`config.mk`:
```
export PLATFORM = sky130hd
export DESIGN_NAME = rms_div
export DESIGN_NICKNAME = d
export VERILOG_FILES = /design/src/hdl/rms_pkg.sv /design/src/hdl/rms_div.sv
export SDC_FILE = /design/constraint.sdc
export NUM_CORES = 2
export LEC_CHECK = 0
export ABC_AREA = 1
export BUFFER_PORTS_ARGS = -buffer_cell sky130_fd_sc_hd__clkbuf_2
export CAP_MARGIN = 40
export CORE_ASPECT_RATIO = 1.5
export CORE_UTILIZATION = 30
export CTS_BUF_LIST = sky130_fd_sc_hd__clkbuf_16
export CTS_CLUSTER_DIAMETER = 40
export DETAILED_ROUTE_END_ITERATION = 10
export GPL_ROUTABILITY_DRIVEN = 0
export PLACE_DENSITY = 0.58
export SYNTH_ARGS = -nofsm -noshare
export SYNTH_HDL_FRONTEND = slang
export SYNTH_SLANG_ARGS = --single-unit
export TNS_END_PERCENT = 1
```
`constraint.sdc`:
```
create_clock -name i_clk -period 9.08 [get_ports i_clk]
set_input_delay 2.27 -clock i_clk [delete_from_list [all_inputs] [get_ports i_clk]]
set_output_delay 2.27 -clock i_clk [all_outputs]
set_load 0.02 [all_outputs]
```
`src/hdl/rms_pkg.sv`:
```
// ============================================================================
// rms_pkg
// Shared constants and types for the rolling mean and deviation block.
// ============================================================================
package rms_pkg;
    localparam int WINDOW_DEF      = 8;
    localparam int SAMPLE_BITS_DEF = 16;
    localparam int OUT_BITS        = 24;
    localparam int SQRT_IN_BITS    = 64;
    localparam int SQRT_OUT_BITS   = 32;
    localparam int DIV_BITS        = 64;
    localparam logic [OUT_BITS-1:0] STD_MAX = '1;

    typedef enum logic [2:0] {
        t_IDLE  = 3'd0,
        t_CLEAR = 3'd1,
        t_READ  = 3'd2,
        t_UPD   = 3'd3,
        t_MUL   = 3'd4,
        t_DIV   = 3'd5,
        t_SQRT  = 3'd6,
        t_OUT   = 3'd7
    } t_state;
endpackage

```
`src/hdl/rms_div.sv`:
```
// ============================================================================
// rms_div
// Division by a constant through reciprocal multiplication, one 32 by 32
// partial product per cycle.
// ============================================================================
module rms_div #(
    parameter longint unsigned DEN = longint'(rms_pkg::WINDOW_DEF)
                                     * longint'(rms_pkg::WINDOW_DEF - 1)
) (
    input  logic                              i_clk,
    input  logic                              i_rst_n,
    input  logic                              i_start,
    input  logic [rms_pkg::DIV_BITS-1:0]      i_num,
    output logic                              o_done,
    output logic [rms_pkg::DIV_BITS-1:0]      o_quot
);
    localparam int DB = rms_pkg::DIV_BITS;
    localparam int HB = DB / 2;
    // The rounded-up reciprocal gives the exact quotient for numerators below 2^64 / DEN.
    localparam logic [DB-1:0] RECIP = (DB)'({DB{1'b1}} / DEN + 64'd1);

    logic [DB-1:0]   r_num;
    logic [2*DB-1:0] r_acc;
    logic [1:0]      r_step;
    logic            r_busy, r_done;
    logic [HB-1:0]   n_a, n_b;
    logic [DB-1:0]   n_pp;
    logic [2*DB-1:0] n_term;

    assign n_a  = r_step[0] ? r_num[DB-1:HB] : r_num[HB-1:0];
    assign n_b  = r_step[1] ? RECIP[DB-1:HB] : RECIP[HB-1:0];
    assign n_pp = (DB)'(n_a) * (DB)'(n_b);

    always_comb begin
        case (r_step)
            2'd0:    n_term = {{DB{1'b0}}, n_pp};
            2'd3:    n_term = {n_pp, {DB{1'b0}}};
            default: n_term = {{HB{1'b0}}, n_pp, {HB{1'b0}}};
        endcase
    end

    always_ff @(posedge i_clk) begin
        if (!i_rst_n) begin
            r_busy <= 1'b0;
            r_done <= 1'b0;
            r_step <= '0;
        end else begin
            r_done <= !i_start && r_busy && (r_step == 2'd3);
            if (i_start) begin
                r_busy <= 1'b1;
                r_step <= '0;
                r_num  <= i_num;
                r_acc  <= '0;
            end else if (r_busy) begin
                r_acc  <= r_acc + n_term;
                r_step <= r_step + 1'b1;
                if (r_step == 2'd3) begin
                    r_busy <= 1'b0;
                end
            end
        end
    end
    assign o_done = r_done;
    assign o_quot = r_acc[2*DB-1:DB];
endmodule

```
# == Word level (Yosys, flattened, before mapping) ==
# Index checks and enable logic that the tools add are counted.
# word_totals
ff_bits,196
input_bits,67
wordCells,25
# op_classes
addsub,2
mul,1
n_eq_ne,1
n_mux,7
bitwise_logic,1
reduce_logical,8
# op_table
operator,n
128-bit case mux with 2 select lines,1
128-bit adder,1
128-bit two-way mux,1
32-bit by 32-bit multiplier with 64-bit output,1
32-bit two-way mux,2
2-bit AND reduction,2
1-bit two-way mux,3
"2-bit by 1-bit adder with 2-bit output, second input constant",1
"2-bit == test, second input constant",1
1-bit logical AND,2
2-bit logical NOT,1
2-bit nonzero test,1
2-bit OR reduction,1
1-bit logical NOT,1
1-bit inverter,1

# == Longest topological paths before layout ==
# depth
ltp_word,5
ltp_mapped,53

# == Least setup slack after synthesis ==
# No wires, ideal clock.
# synth_timing
kind,reg2reg
startpoint,register r_step[0]
endpoint,"register r_acc[107], data pin"
setup_ns,0.255
arrival_time_ns,8.583
t_required_ns,8.825
setup_slack_ns,0.242
stages_incl_launch_ff,43
path_buffers,3
path_cell_list,dfxtp_1 > buf_2 > buf_2 > buf_2 > mux2i_1 > nor2_1 > ha_1 > or2_2 > nand2_1 > inv_1 > nand2_1 > o21ai_0 > fa_1 > inv_1 > fa_1 > inv_1 > fa_1 > fa_1 > [... 7 more ...] > a21boi_0 > nand3_2 > nand3_1 > nand2_1 > xnor2_1 > o22ai_1 > ha_1 > nand2_1 > nor2_1 > inv_1 > nor2_1 > inv_1 > nor2_1 > inv_1 > nor4_1 > nand2_1 > a21oi_1 > nor2_1
# synth_between
elab_chain_cells,5
word_cells_on_any_way,7
# synth_rtl
item,line,source
from (decl),rms_div.sv:24,logic [1:0] r_step;
from (signal assigned),rms_div.sv:56,r_step <= r_step + 1'b1;
32-bit two-way mux,rms_div.sv:30,assign n_a = r_step[0] ? r_num[DB-1:HB] : r_num[HB-1:0];
32-bit by 32-bit multiplier with 64-bit output,rms_div.sv:32,assign n_pp = (DB)'(n_a) * (DB)'(n_b);
128-bit case mux with 2 select lines (*),rms_div.sv:35,case (r_step)
128-bit adder (*),rms_div.sv:55,r_acc <= r_acc + n_term;
128-bit two-way mux (*),rms_div.sv:54,end else if (r_busy) begin
to (signal assigned),rms_div.sv:55,
to (decl),rms_div.sv:23,logic [2*DB-1:0] r_acc;
# Mark *: on every way between the ends. The rest lies on a longest branch, timed or not. The select of a mux whose other input is x is not followed.
# A chain may end at the register's enable or synchronous reset.

# == Final worst setup path ==
# layout_timing
startpoint,register r_step[0]
endpoint,"register r_acc[106], data pin"
# Same word-level chain as after synthesis.

==> metrics.md <==
| Metric | Value |
|---|---|
| Status | complete, but fails checks |
| Critical Path Max Stage Delay | 0.59 ns |
| Skew-Pair Late Insertion Delay | 0.60 ns |
| CP Class | reg -> reg |
| H-tree levels | 4 |
| EDFF count, synth | 192 |
| Top-level port count | 132 |
| Final Hold Fails | 0 |
| Post-synthesis compound-gate area fraction | 13.2% |
| Drt first pass iters | 8 |
| Sequential fraction of the synthesis area | 15.4% |
| WL per Instance | 23.4 um |
| CTS Buffer Depth | 2 |
| Row Count | 159 |
| Hold depth | 2 |
| DIE WIDTH | 293 um |
| Detailed-route via count | 40,700 |
| Layout net count | 7,279 |
| Worst path slowest cell | fa_1 |
| Reg-to-reg endpoint | r_acc[106]$_SDFFCE_PP0P_ |
| Die H | 438 um |
| Reg2Reg Setup Slack | -0.53 ns |
| Clk slew on worst S/H paths | 0.11 ns |
| Cts bufs inserted | 17 |
| Vias in the first global route | 41,700 |
| Min-Delay Path Class | reg -> reg |
| Synth unique cells | 53 |
| Skew final | 0.0449 ns |
| Type of origin of the critical path | flip-flop |
| Hold path endpoint | r_step[1]$_SDFFE_PP0P_ |
| Routed Antenna Nets | 0 |
| All-Layer GR Usage | 29.6% |
| Hold buffer count at CTS | 0 |
| Netlist Area Pre-Place | 0.0381 mm^2 |
| Worst Path Arrival | 9.97 ns |
| Unrepaired setup endpoints after global routing | true |
| Origin of the worst setup path | r_step[0]$_SDFFE_PP0P_ |
| Core area | 0.126 mm^2 |
| Initial antenna violation count | 18 |
| Fin crit period | 9.61 ns |
| CTS Root Cell | clkbuf_16 |
| Post-synth top flop | edfxtp_1 |
| First DRT Iteration DRCs | 3,157 |
| DRC | 0 |
| Share of cells above drive strength 1 | 33.1% |
| Hold WS | 0.612 ns |
| Global-route wire length before repair | 270 mm |
| #FFs+latches synth | 196 |
| Dpl hpwl | 154 mm |
| Largest net degree at the start of global routing | 61 |
| CTS tree | yes |
| CTS sink count | 196 |
| Failing checks | negative setup slack |
| R2R cell count | 42 |
| Design area | 0.0533 mm^2 |
| Final setup vio count | 95 |
| Post-synthesis simple-gate area fraction | 19.1% |
| Fmax | 104 MHz |
| WP buf/inv | 12 |
| Gate Count Post-Synth | 5,110 |
| Worst path top cell family by delay | adder cells |
| Worst r2r src | r_step[0]$_SDFFE_PP0P_ |
| Post-route setup slack | -0.530 ns |
| Syn-to-layout area delta | 40.1% |
| Ys Warns | 0 |
| Required @ worst endpoint | 9.44 ns |
| Die area | 0.128 mm^2 |
| Routed WL | 189 mm |
| WP depth | 42 |
| Post-Synth Adder-Cell Area | 37.1% |
| Initial core utilization | 30.3% |
| Crit end category | flip-flop |
| Via-to-Cell Ratio | 5.06 |
| Critical-path maximum fanout | 10 |
| Max cap viols | 0 |
| Tightest Pin Transition | 0.871 ns |
| Final Slew Violations | 0 |
| Slew margin rel. | 42.0% |
| IO Port Bufs | 131 |
| Post-Synth XOR/XNOR Area | 1.76% |
| Largest family of logic cells by synthesized area | adder cells |
| Tcrit/Tclk final | 106% |
| Post-synthesis mux area share | 0.841% |
| Mean Syn Cell Area | 7.45 um^2 |
| Hold path startpoint | r_busy$_SDFF_PN0_ |
| Ys async rst share | 0% |
| Post-place instance area | 0.0487 mm^2 |
| GR Overflow Total | 0 |
-- routing by layer --
metal | track usage (%) | wire length (um) | up-vias | part of all wire, %
met5 | 0 | 89 | - | 0.047
met1 | 29.0 | 60700 | 19200 | 32
met2 | 48.0 | 86300 | 1973 | 46
li1 | - | - | 18600 | -
met3 | 8.87 | 16100 | 916 | 8.5
met4 | 32.0 | 25600 | 14 | 14
-- through the flow --
step / TNS (ns) / util (%) / worst slack, ns / cells
3_3_place_gp: -92.19 / 38.8 / -1.25 / 7941
6_report: -33.53 / 42.5 / -0.530 / 8050
2_1_floorplan: 0 / - / 0.242 / 5147
4_1_cts: -21.99 / 41.1 / -0.328 / 8008
3_5_place_dp: -97.19 / 38.8 / -1.35 / 7944
5_1_grt: -65.73 / 42.5 / -0.899 / 8042
-- synth_stat cells, types with 10 or more instances --
library cell	instances	area share [%]
nand3_1	124	1.6
nor3_1	47	0.62
ha_1	450	15
xnor2_1	35	0.81
fa_1	424	22
nand3b_1	10	0.20
inv_1	1090	11
nand2_2	19	0.31
nor2_2	15	0.25
buf_4	64	1.3
mux2i_1	32	0.84
o22ai_1	34	0.56
nand2_1	806	7.9
clkbuf_1	36	0.35
xor2_1	38	0.87
nand4_1	23	0.38
a21oi_1	434	5.7
edfxtp_1	192	15
nor2_1	723	7.1
o21bai_1	32	0.63
o21ai_0	298	3.9
o21a_1	19	0.37
a21o_1	38	0.75
-- cells by family (layout without fill, tap and decap cells) --
family | Yosys count | in the layout
and+or+nand+nor | 1802 | 1802
buffers and inverters | 1215 | 2419
AOI/OAI and AO/OA | 914 | 914
adders and majority gates | 874 | 874
DFF | 196 | 196
xor gates and xnor gates | 75 | 75
muxes | 32 | 32
other | 2 | 48
-- cell usage in the layout (no fill, tap or decap), drive strengths merged, types with 130 or more instances in the layout --
cell	count
a21oi	438
o21ai	316
edfxtp	192
nor2	738
inv	1101
ha	450
buf	1160
clkbuf	148
nand3	130
fa	424
nand2	825
-- how the worst max path moves through the flow --
stage,to,slack [ns]
2_1_floorplan,r_acc[107]$_SDFFCE_PP0P_,0.24
3_5_place_dp,r_acc[111]$_SDFFCE_PP0P_,-1.35
4_1_cts,r_acc[121]$_SDFFCE_PP0P_,-0.33
6_report,r_acc[106]$_SDFFCE_PP0P_,-0.53
5_1_grt,r_acc[120]$_SDFFCE_PP0P_,-0.90
3_3_place_gp,r_acc[111]$_SDFFCE_PP0P_,-1.25
-- registers in the layout, summed over array words and instances, names as in the netlist --
register / count
r_busy: 1
r_acc: 128
r_step: 2
r_num: 64
o_done: 1
-- worst reg2reg max path, delay by kind of cell (launching register included) --
| family | cells | cell delay (ns) |
|---|---|---|
| adder cells (fa/ha/maj) | 10 | 4.54 |
| AND/OR/NAND/NOR | 12 | 1.72 |
| buffers and inverters | 12 | 1.32 |
| AO/OA/AOI/OAI | 7 | 1.09 |
| flip-flops | 1 | 0.41 |
| multiplexers | 1 | 0.28 |
-- final cells by class --
type                       instances  area [um^2]
multi-input combinational       3736        30900
fill                           12600        72200
tap                             1690         2110
inverter                        1096         4120
timing repair buffer            1291         9740
clock inverter                    15          176
antenna                            9         22.5
clock buffer                      17          425
sequential                       196         5850
-- timing repair --
action	in CTS	in global routing
buffers inserted	31	33
cloned	1	0
endpoints found under the setup margin	106	113
resized for setup	551	415
pin swaps	111	147
Power is left out: the tool's default activity adds up to more than one toggle a clock period on the data nets, which glitch-free logic cannot reach.
